[src/rtl/core/ipm_pkg.sv]
// Shared types and constants of the PSNR meter.
package ipm_pkg;

   localparam int MANT_W     = 31;
   localparam int FRAC_STEPS = 16;
   localparam int DSUM_W     = 32;
   localparam int DEPTH_W    = 4;
   localparam logic [30:0] LOG10_2_Q32 = 31'd1292913986;
   localparam logic [15:0] PSNR_IDENT  = 16'hFF00;

   typedef enum logic [1:0] {
      LOG_SEL_PEAK  = 2'd0,
      LOG_SEL_SUM   = 2'd1,
      LOG_SEL_COUNT = 2'd2
   } log_sel_type;

   typedef enum logic [3:0] {
      S_IDLE,
      S_CHECK,
      S_DIV,
      S_LOG_LOAD,
      S_LOG_NORM,
      S_LOG_MUL,
      S_LOG_SEL,
      S_LOG_ACC,
      S_SCALE_MUL,
      S_SCALE_FIN,
      S_OUT
   } state_type;

   typedef struct packed {
      logic        acc_en;
      logic        div_start;
      logic        div_step;
      logic        log_load;
      log_sel_type log_sel;
      logic        norm_step;
      logic        log_mant;
      logic        sq_mul;
      logic        sq_sel;
      logic        dsum_add;
      logic        scale_mul;
      logic        scale_fin;
      logic        result_load;
      logic        clear;
   } cmd_type;

   typedef struct packed {
      logic sum_zero;
      logic log_top;
      logic rsp_busy;
   } status_type;

endpackage

[src/rtl/core/ipm_controller.sv]
// Sequencer of the PSNR meter: accumulate, divide, three logs, scale, deliver.
module ipm_controller import ipm_pkg::*; #(
   parameter int DIV_W = 46
) (
   input  logic       clock,
   input  logic       reset,
   input  logic       req_tvalid,
   input  logic       req_tlast,
   output logic       req_tready,
   input  status_type status,
   output cmd_type    cmd
);

   localparam int CW = $clog2(DIV_W + 1);

   state_type   state_ff, state_in;
   logic [CW-1:0] step_ff, step_in;
   log_sel_type sel_ff, sel_in;
   logic        accept;

   assign accept = req_tvalid && req_tready;

   always_ff @(posedge clock) begin
      if (reset) begin
         state_ff <= S_IDLE;
         step_ff  <= '0;
         sel_ff   <= LOG_SEL_PEAK;
      end else begin
         state_ff <= state_in;
         step_ff  <= step_in;
         sel_ff   <= sel_in;
      end
   end

   // next state
   always_comb begin
      state_in = state_ff;
      step_in  = step_ff;
      sel_in   = sel_ff;
      case (state_ff)
         S_IDLE: begin
            if (accept && req_tlast) state_in = S_CHECK;
         end
         S_CHECK: begin
            step_in = '0;
            sel_in  = LOG_SEL_PEAK;
            state_in = status.sum_zero ? S_OUT : S_DIV;
         end
         S_DIV: begin
            step_in = step_ff + 1'b1;
            if (step_ff == CW'(DIV_W - 1)) state_in = S_LOG_LOAD;
         end
         S_LOG_LOAD: state_in = S_LOG_NORM;
         S_LOG_NORM: begin
            step_in = '0;
            if (status.log_top) state_in = S_LOG_MUL;
         end
         S_LOG_MUL: state_in = S_LOG_SEL;
         S_LOG_SEL: begin
            step_in = step_ff + 1'b1;
            state_in = (step_ff == CW'(FRAC_STEPS - 1)) ? S_LOG_ACC : S_LOG_MUL;
         end
         S_LOG_ACC: begin
            case (sel_ff)
               LOG_SEL_PEAK:  sel_in = LOG_SEL_SUM;
               LOG_SEL_SUM:   sel_in = LOG_SEL_COUNT;
               default:       sel_in = LOG_SEL_PEAK;
            endcase
            state_in = (sel_ff == LOG_SEL_COUNT) ? S_SCALE_MUL : S_LOG_LOAD;
         end
         S_SCALE_MUL: state_in = S_SCALE_FIN;
         S_SCALE_FIN: state_in = S_OUT;
         S_OUT: begin
            if (!status.rsp_busy) state_in = S_IDLE;
         end
         default: state_in = S_IDLE;
      endcase
   end

   // outputs
   always_comb begin
      cmd         = '0;
      cmd.log_sel = sel_ff;
      req_tready  = 1'b0;
      case (state_ff)
         S_IDLE: begin
            req_tready = 1'b1;
            cmd.acc_en = accept;
         end
         S_CHECK:     cmd.div_start = !status.sum_zero;
         S_DIV:       cmd.div_step  = 1'b1;
         S_LOG_LOAD:  cmd.log_load  = 1'b1;
         S_LOG_NORM: begin
            cmd.norm_step = !status.log_top;
            cmd.log_mant  = status.log_top;
         end
         S_LOG_MUL:   cmd.sq_mul    = 1'b1;
         S_LOG_SEL:   cmd.sq_sel    = 1'b1;
         S_LOG_ACC:   cmd.dsum_add  = 1'b1;
         S_SCALE_MUL: cmd.scale_mul = 1'b1;
         S_SCALE_FIN: cmd.scale_fin = 1'b1;
         S_OUT: begin
            cmd.result_load = !status.rsp_busy;
            cmd.clear       = !status.rsp_busy;
         end
         default: cmd = '0;
      endcase
   end

endmodule

[src/rtl/core/ipm_datapath.sv]
// Datapath of the PSNR meter: accumulators, divider, log unit, scaler, output register.
module ipm_datapath import ipm_pkg::*; #(
   parameter int MAX_PIXELS = 1048576,
   parameter int CNT_W      = 21,
   parameter int SUM_W      = 37,
   parameter int DIV_W      = 46
) (
   input  logic               clock,
   input  logic               reset,
   input  cmd_type            cmd,
   output status_type         status,
   input  logic [7:0]         pixel_a,
   input  logic [7:0]         pixel_b,
   input  logic               csr_we,
   input  logic [DEPTH_W-1:0] csr_wdata,
   input  logic               rsp_tready,
   output logic               rsp_tvalid,
   output logic [23:0]        rsp_mse,
   output logic [15:0]        rsp_psnr,
   output logic               rsp_identical
);

   localparam int LOG_W = (SUM_W < 32) ? 32 : SUM_W;
   localparam int E_W   = $clog2(LOG_W);

   logic [DEPTH_W-1:0] depth_ff, depth_in;
   logic [CNT_W-1:0]   cnt_ff, cnt_in;
   logic [SUM_W-1:0]   sum_ff, sum_in;
   logic [7:0]         diff;
   logic [15:0]        sq;

   logic [CNT_W-1:0]   rem_ff, rem_in;
   logic [DIV_W-1:0]   quo_ff, quo_in;
   logic [CNT_W:0]     trial;

   logic [LOG_W-1:0]   logx_ff, logx_in;
   logic [E_W-1:0]     e_ff, e_in;
   logic [MANT_W-1:0]  y_ff, y_in;
   logic [61:0]        prod_ff, prod_in;
   logic [15:0]        frac_ff, frac_in;
   logic [31:0]        sq_top;
   logic [3:0]         depth_eff;
   logic [7:0]         peak;
   logic [LOG_W-1:0]   log_src;

   logic signed [DSUM_W-1:0] dsum_ff, dsum_in;
   logic [DSUM_W-1:0]  term;
   logic [DSUM_W-1:0]  mag;
   logic               neg_ff, neg_in;
   logic [62:0]        sprod_ff, sprod_in;
   logic [63:0]        rounded;
   logic [23:0]        q;
   logic [15:0]        psnr_ff, psnr_in;

   logic               vld_ff, vld_in;
   logic [23:0]        mse_ff, mse_in;
   logic [15:0]        out_psnr_ff, out_psnr_in;
   logic               ident_ff, ident_in;

   assign diff = (pixel_a >= pixel_b) ? (pixel_a - pixel_b) : (pixel_b - pixel_a);
   assign sq   = diff * diff;
   assign trial = {rem_ff, quo_ff[DIV_W-1]};
   assign sq_top = prod_ff[61:30];

   always_comb begin
      if (depth_ff == '0)             depth_eff = 4'd1;
      else if (depth_ff > 4'd8)       depth_eff = 4'd8;
      else                            depth_eff = depth_ff;
      peak = 8'((9'd1 << depth_eff) - 9'd1);
   end

   always_comb begin
      case (cmd.log_sel)
         LOG_SEL_PEAK:  log_src = LOG_W'(peak);
         LOG_SEL_SUM:   log_src = LOG_W'(sum_ff);
         LOG_SEL_COUNT: log_src = LOG_W'(cnt_ff);
         default:       log_src = '0;
      endcase
      case (cmd.log_sel)
         LOG_SEL_PEAK:  term = DSUM_W'({e_ff, frac_ff});
         default:       term = DSUM_W'({e_ff, frac_ff});
      endcase
   end

   always_comb begin
      depth_in = csr_we ? csr_wdata : depth_ff;

      // accumulate; drop pairs beyond the frame capacity
      sum_in = sum_ff;
      cnt_in = cnt_ff;
      if (cmd.clear) begin
         sum_in = '0;
         cnt_in = '0;
      end else if (cmd.acc_en && (cnt_ff < CNT_W'(MAX_PIXELS))) begin
         sum_in = sum_ff + SUM_W'(sq);
         cnt_in = cnt_ff + 1'b1;
      end

      // restoring divider, one quotient bit per step
      rem_in = rem_ff;
      quo_in = quo_ff;
      if (cmd.div_start) begin
         rem_in = '0;
         quo_in = DIV_W'({sum_ff, 8'b0}) + DIV_W'(cnt_ff >> 1);
      end else if (cmd.div_step) begin
         if (trial >= {1'b0, cnt_ff}) begin
            rem_in = CNT_W'(trial - {1'b0, cnt_ff});
            quo_in = {quo_ff[DIV_W-2:0], 1'b1};
         end else begin
            rem_in = trial[CNT_W-1:0];
            quo_in = {quo_ff[DIV_W-2:0], 1'b0};
         end
      end

      // log unit: normalize, then square and pick one fraction bit per pass
      logx_in = logx_ff;
      e_in    = e_ff;
      y_in    = y_ff;
      prod_in = prod_ff;
      frac_in = frac_ff;
      if (cmd.log_load) begin
         logx_in = log_src;
         e_in    = E_W'(LOG_W - 1);
         frac_in = '0;
      end else if (cmd.norm_step) begin
         logx_in = {logx_ff[LOG_W-2:0], 1'b0};
         e_in    = e_ff - 1'b1;
      end
      if (cmd.log_mant) y_in = logx_ff[LOG_W-1 -: MANT_W];
      if (cmd.sq_mul) prod_in = y_ff * y_ff;
      if (cmd.sq_sel) begin
         frac_in = {frac_ff[14:0], sq_top[31]};
         y_in    = sq_top[31] ? sq_top[31:1] : sq_top[30:0];
      end

      // weighted sum of the three logs
      dsum_in = dsum_ff;
      if (cmd.div_start) dsum_in = '0;
      else if (cmd.dsum_add) begin
         case (cmd.log_sel)
            LOG_SEL_PEAK:  dsum_in = dsum_ff + $signed((term << 4) + (term << 2));
            LOG_SEL_SUM:   dsum_in = dsum_ff - $signed((term << 3) + (term << 1));
            default:       dsum_in = dsum_ff + $signed((term << 3) + (term << 1));
         endcase
      end

      // scale by log10(2), round half away from zero, clamp
      mag      = dsum_ff[DSUM_W-1] ? DSUM_W'(-dsum_ff) : DSUM_W'(dsum_ff);
      neg_in   = cmd.scale_mul ? dsum_ff[DSUM_W-1] : neg_ff;
      sprod_in = cmd.scale_mul ? (63'(mag) * 63'(LOG10_2_Q32)) : sprod_ff;
      rounded  = 64'(sprod_ff) + (64'd1 << 39);
      q        = (rounded[63:40] > 24'd65536) ? 24'd65536 : rounded[63:40];
      psnr_in  = psnr_ff;
      if (cmd.scale_fin) begin
         if (neg_ff) psnr_in = (q > 24'd32768) ? 16'h8000 : 16'(-q);
         else        psnr_in = (q > 24'd32767) ? 16'h7FFF : q[15:0];
      end

      // output register; free again once the held item is taken
      vld_in      = vld_ff && !rsp_tready;
      mse_in      = mse_ff;
      out_psnr_in = out_psnr_ff;
      ident_in    = ident_ff;
      if (cmd.result_load) begin
         vld_in      = 1'b1;
         ident_in    = status.sum_zero;
         mse_in      = status.sum_zero ? 24'd0 : quo_ff[23:0];
         out_psnr_in = status.sum_zero ? PSNR_IDENT : psnr_ff;
      end
   end

   always_ff @(posedge clock) begin
      if (reset) begin
         depth_ff <= DEPTH_W'(8);
         sum_ff   <= '0;
         cnt_ff   <= '0;
         vld_ff   <= 1'b0;
      end else begin
         depth_ff <= depth_in;
         sum_ff   <= sum_in;
         cnt_ff   <= cnt_in;
         vld_ff   <= vld_in;
      end
   end

   always_ff @(posedge clock) begin
      rem_ff      <= rem_in;
      quo_ff      <= quo_in;
      logx_ff     <= logx_in;
      e_ff        <= e_in;
      y_ff        <= y_in;
      prod_ff     <= prod_in;
      frac_ff     <= frac_in;
      dsum_ff     <= dsum_in;
      neg_ff      <= neg_in;
      sprod_ff    <= sprod_in;
      psnr_ff     <= psnr_in;
      mse_ff      <= mse_in;
      out_psnr_ff <= out_psnr_in;
      ident_ff    <= ident_in;
   end

   assign status.sum_zero = (sum_ff == '0);
   assign status.log_top  = logx_ff[LOG_W-1];
   assign status.rsp_busy = vld_ff && !rsp_tready;

   assign rsp_tvalid    = vld_ff;
   assign rsp_mse       = mse_ff;
   assign rsp_psnr      = out_psnr_ff;
   assign rsp_identical = ident_ff;

endmodule

[src/rtl/core/image_psnr_meter_unit.sv]
// Top level of the PSNR / MSE meter for two gray images.
//
//   channel | direction | payload
//   req_    | in        | tdata: pixel_a, pixel_b; tlast: end of frame
//   rsp_    | out       | tdata: mse, psnr; tuser: identical
//   csr_    | in        | wdata: bit_depth (write only)
//
// The block takes one pixel pair per cycle and pairs stream back to back
// outside wrap-up. The pair marked last starts the frame wrap-up: a check
// step, a restoring divider (SUM_W + 9 steps), then three passes of the
// shared log unit (a load, up to LOG_W - 1 normalize shifts plus a mantissa
// latch, a square and a select for each fraction bit, and an accumulate
// each), then a scale multiply, a scale finish and the load of the output
// register. An identical frame goes from the check straight to the output
// register. req_tready is low during wrap-up. Reset is synchronous and restores
// bit_depth 8 with both accumulators empty. A stalled result waits in the
// output register while the next frame streams in.
module image_psnr_meter_unit import ipm_pkg::*; #(
   parameter int MAX_PIXELS = 1048576
) (
   input  logic        clock,
   input  logic        reset,
   input  logic        req_tvalid,
   output logic        req_tready,
   input  logic [15:0] req_tdata,    // [7:0] pixel_a, [15:8] pixel_b
   input  logic        req_tlast,    // final pixel pair of the frame
   output logic        rsp_tvalid,
   input  logic        rsp_tready,
   output logic [39:0] rsp_tdata,    // [23:0] mse, [39:24] psnr
   output logic        rsp_tuser,    // [0] identical
   input  logic        csr_we,
   input  logic [3:0]  csr_wdata     // bit_depth
);

   // Count must hold MAX_PIXELS; the square sum grows by up to 16 bits per pair.
   localparam int CNT_W = $clog2(MAX_PIXELS + 1);
   localparam int SUM_W = CNT_W + 16;
   // Dividend is square_sum * 256 plus half the count, with carry room.
   localparam int DIV_W = SUM_W + 9;

   cmd_type    cmd;
   status_type status;
   logic [23:0] mse;
   logic [15:0] psnr;

   ipm_controller #(
      .DIV_W (DIV_W)
   ) u_ctrl (
      .clock      (clock),
      .reset      (reset),
      .req_tvalid (req_tvalid),
      .req_tlast  (req_tlast),
      .req_tready (req_tready),
      .status     (status),
      .cmd        (cmd)
   );

   ipm_datapath #(
      .MAX_PIXELS (MAX_PIXELS),
      .CNT_W      (CNT_W),
      .SUM_W      (SUM_W),
      .DIV_W      (DIV_W)
   ) u_dp (
      .clock         (clock),
      .reset         (reset),
      .cmd           (cmd),
      .status        (status),
      .pixel_a       (req_tdata[7:0]),
      .pixel_b       (req_tdata[15:8]),
      .csr_we        (csr_we),
      .csr_wdata     (csr_wdata),
      .rsp_tready    (rsp_tready),
      .rsp_tvalid    (rsp_tvalid),
      .rsp_mse       (mse),
      .rsp_psnr      (psnr),
      .rsp_identical (rsp_tuser)
   );

   // Pack the result item, mse in the low bits.
   assign rsp_tdata = {psnr, mse};

endmodule

[config.mk]
export PLATFORM = sky130hd
export DESIGN_NAME = image_psnr_meter_unit
export DESIGN_NICKNAME = d
export VERILOG_FILES = /design/src/rtl/core/ipm_pkg.sv /design/src/rtl/core/ipm_controller.sv /design/src/rtl/core/ipm_datapath.sv /design/src/rtl/core/image_psnr_meter_unit.sv
export SDC_FILE = /design/constraint.sdc
export NUM_CORES = 2
export LEC_CHECK = 0
export BUFFER_PORTS_ARGS = -buffer_cell sky130_fd_sc_hd__buf_4
export CAP_MARGIN = 15
export CORE_MARGIN = 5
export CORE_UTILIZATION = 65
export DETAILED_ROUTE_END_ITERATION = 8
export PLACE_DENSITY = 0.8
export SLEW_MARGIN = 30
export SYNTH_ARGS = -nofsm -noshare
export SYNTH_HDL_FRONTEND = slang
export SYNTH_SLANG_ARGS = --single-unit
[constraint.sdc]
create_clock -name clock -period 12.37 [get_ports clock]
set_clock_uncertainty 0.2 [all_clocks]
set_input_delay 0 -clock clock [delete_from_list [all_inputs] [get_ports clock]]
set_output_delay 0 -clock clock [all_outputs]
set_load 0.05 [all_outputs]
==> results.json <==
{
  "status": "completed",
  "path_clk_slew_ns": 0.07,
  "ys_ff_latch": 377,
  "grt_usage": 0.3224,
  "design_area_mm2": 0.06842,
  "syn_area_mm2": 0.06468,
  "syn-mean-instance-area_um2": 9.321,
  "setup-tns-final_ns": 0,
  "start_util": 0.6562,
  "place_area_mm2": 0.06662,
  "ys_seq_area_frac": 0.1545,
  "powerDensity_mw_per_mm2": 276.1,
  "ys_warn_count": 0,
  "cts_root_buf": "clkbuf_16",
  "cts_tree": "built",
  "yosysTopAreaCellShare": 0.3191,
  "hold-worst-slack_ns": 0.08026,
  "ir_drop_mv": 0.8171,
  "critical_path_required_ns": 12.56,
  "final_max_slew_viol_count": 0,
  "drv_cap": 0,
  "async_flop_share": 0,
  "synth_ff_type": "edfxtp_1",
  "synth_area_leaders": "fa_1, ha_1, edfxtp_1",
  "setup_viol": 0,
  "grt_max_degree": 93,
  "die_y_um": 325.4,
  "cp-end-kind": "flop",
  "globalplace.congestion": 0.9631,
  "dp.cells": 8149,
  "coreArea_mm2": 0.09856,
  "portBuffers": 68,
  "postSynthCellCount": 6939,
  "crit_type": "flop to flop",
  "via_count": 48640,
  "gr-total-overflow": 0,
  "min_path_type": "input port to flop",
  "rsz0062_at_grt": "false",
  "finalCritPeriodShare": 0.8202,
  "rows": 115,
  "leakage_uw": 0.03543,
  "vias_per_cell": 5.891,
  "critPathSlowestCell": "fa_1",
  "hold_viol_final": 0,
  "dieArea_mm2": 0.1059,
  "drtAntennaViolNets": 0,
  "drt_wl_total_um": 168400,
  "nets": 8783,
  "drt_iter0_markers": 3909,
  "drc_errors": 0,
  "syn_nets": 8793,
  "critPathLaunchType": "flop",
  "cts_buffer_depth": 3,
  "utilization": 0.6942,
  "fin_cells": 8256,
  "io_pins": 69,
  "slowest_delay_ns": 0.57,
  "synth_area_leader_cell": "fa_1",
  "place_hpwl_um": 133700,
  "arrival_ns": 10.34,
  "fp.dieW_um": 325.4,
  "syn2layout_area_growth_pct": 5.786,
  "wl_per_cell_um": 20.39,
  "synth_cell_types": 102,
  "worst_slew_pin_slew_ns": 1.026,
  "period_needed_ns": 10.15,
  "max_clock_freq_mhz": 98.56,
  "cts_buffers": 45,
  "fillers": 7475,
  "antenna_found_initial": 7,
  "grt_pass1_vias": 51079,
  "cts_htree_levels": 2,
  "postCtsSetupBuffers": 0,
  "drive_gt1_frac": 0.04637,
  "crit_fanout": 8,
  "dr.pass1.iters": 5,
  "cts.sinks": 377,
  "clk_latency_ns": 0.65,
  "regToRegSetupSlack_ns": 2.22,
  "grt_pass1_wl_um": 272600,
  "synth-edff-count": 244,
  "slew_headroom": 0.3135
}
==> layer usage <==
metal | part of all wire | GRT usage | vias up
met5 | 0.00023 | 0 | -
met4 | 0.045 | 0.1275 | 6
met3 | 0.090 | 0.07508 | 455
met2 | 0.47 | 0.5212 | 1993
met1 | 0.40 | 0.4253 | 23962
li1 | - | - | 22224
==> synthesized netlist by cell type, types with 27 or more instances <==
cell type and n:
a211oi_1 39, a21o_1 91, a21oi_1 243, a31oi_1 35
and2_1 197, and3_1 44, clkbuf_1 205, dfxtp_1 133
edfxtp_1 244, fa_1 1031, ha_1 797, inv_1 1518
mux2i_1 64, nand2_1 602, nand2b_1 27, nand3_1 98
nand4_1 41, nor2_1 356, nor2b_1 75, nor3_1 90
nor4_1 27, o21a_1 29, o21ai_0 210, o31ai_1 39
or2_2 28, or3_1 37, xnor2_1 222, xor2_1 75
==> metrics by stage <==
stage,setup WS (ns),power (µW)
2_1_floorplan,3.354,13430
3_3_place_gp,2.306,16720
3_5_place_dp,2.335,17130
4_1_cts,2.258,18720
5_1_grt,1.704,20850
6_report,2.224,18890
==> cell type report <==
class                      count  area, µm²  share of cell area
multi-input combinational   4816      48200              0.7044
sequential                   377       9990              0.1460
inverter                    1521       5710             0.08346
tap                         1287       1610             0.02354
timing repair buffer         168       1308             0.01911
clock buffer                  52       1152             0.01684
clock inverter                32      444.2            0.006492
antenna                        3      7.507           0.0001097
==> worst max-delay path: cells and delay by family, from the launching register on <==
| kind | cells | cell delay (ns) |
|---|---|---|
| AOI/OAI and AO/OA | 6 | 1.96 |
| xor gates and xnor gates | 2 | 0.65 |
| adders and majority gates | 9 | 3.75 |
| buffers and inverters | 5 | 0.50 |
| DFF | 1 | 0.38 |
| and+or+nand+nor | 9 | 2.45 |
==> repair_timing <==
item,in CTS,in global routing
hold buffers,16,0
gates resized for setup,0,0
endpoints found under the hold margin,47,0
==> cells in the final DEF (no fill, tap or decap), types with 11 or more instances in the layout <==
master         synthesis  layout
and4_1                11      11
nand4_1               41      41
a21o_1                91      91
o2111ai_1             15      15
nor2b_1               75      74
xnor2_1              222     222
nor3_1                90      87
o211ai_1              19      19
a31oi_1               35      35
o21ai_1               17      17
o31ai_1               39      39
nand2_1              602     600
nor2_1               356     347
clkbuf_16              0      45
o21ai_0              210     209
nor4_1                27      26
or3_1                 37      37
dfxtp_1              133     133
dlygate4sd3_1          0      16
o21bai_1              22      22
a221oi_1              17      17
edfxtp_1             244     244
xor2_1                75      74
and3_1                44      44
a21oi_1              243     243
o21a_1                29      29
a211oi_1              39      39
ha_1                 797     797
or4_1                 14      14
nand3_1               98      98
mux2i_1               64      64
nand2b_1              27      27
and2_1               197     197
buf_4                  1     143
fa_1                1031    1031
a31o_2                11      11
or2_2                 28      28
inv_1               1518    1517
==> power breakdown <==
| part | switching [µW] | total, µW | internal, µW |
|---|---|---|---|
| Sequential | 166 | 2260 | 2090 |
| Clock | 613 | 1450 | 833 |
| Combinational | 9060 | 15200 | 6130 |
| Total | 9840 | 18900 | 9050 |
==> flip-flops by register name, indices dropped and copies added, names as in the netlist, 21 cells and up <==
name           flops
u_dp.sprod_ff     24
u_dp.sum_ff       37
u_dp.logx_ff      37
u_dp.prod_ff      32
u_dp.y_ff         31
u_dp.cnt_ff       21
u_dp.dsum_ff      31
u_dp.rsp_mse      24
u_dp.rem_ff       21
u_dp.quo_ff       46
==> cells by family after synthesis <==
| group | Yosys count | synth area share |
|---|---|---|
| AND/OR/NAND/NOR | 1695 | 0.1262 |
| adder cells (fa/ha/maj) | 1828 | 0.4733 |
| flip-flops | 377 | 0.1545 |
| AO/OA/AOI/OAI | 922 | 0.09268 |
| buffers and inverters | 1746 | 0.1016 |
| XOR/XNOR | 297 | 0.04022 |
| other | 1 | 0.00005798 |
| multiplexers | 73 | 0.01147 |
==> final timing paths <==
check / start / endpoint / depth (start not counted)
worst min register to register: u_dp.rem_ff[16]$_SDFFE_PP0P_ / u_dp.rem_ff[16]$_SDFFE_PP0P_ / 2
worst max-delay path: u_dp.dsum_ff[3]$_SDFFE_PP0P_ / u_dp.sprod_ff[56]$_DFFE_PP_ / 31
worst min-delay path: reset / u_ctrl.step_ff[3]$_SDFFE_PP0P_ / 3
worst max register to register: u_dp.dsum_ff[3]$_SDFFE_PP0P_ / u_dp.sprod_ff[56]$_DFFE_PP_ / 31
Power figures use the tool's default switching activity.
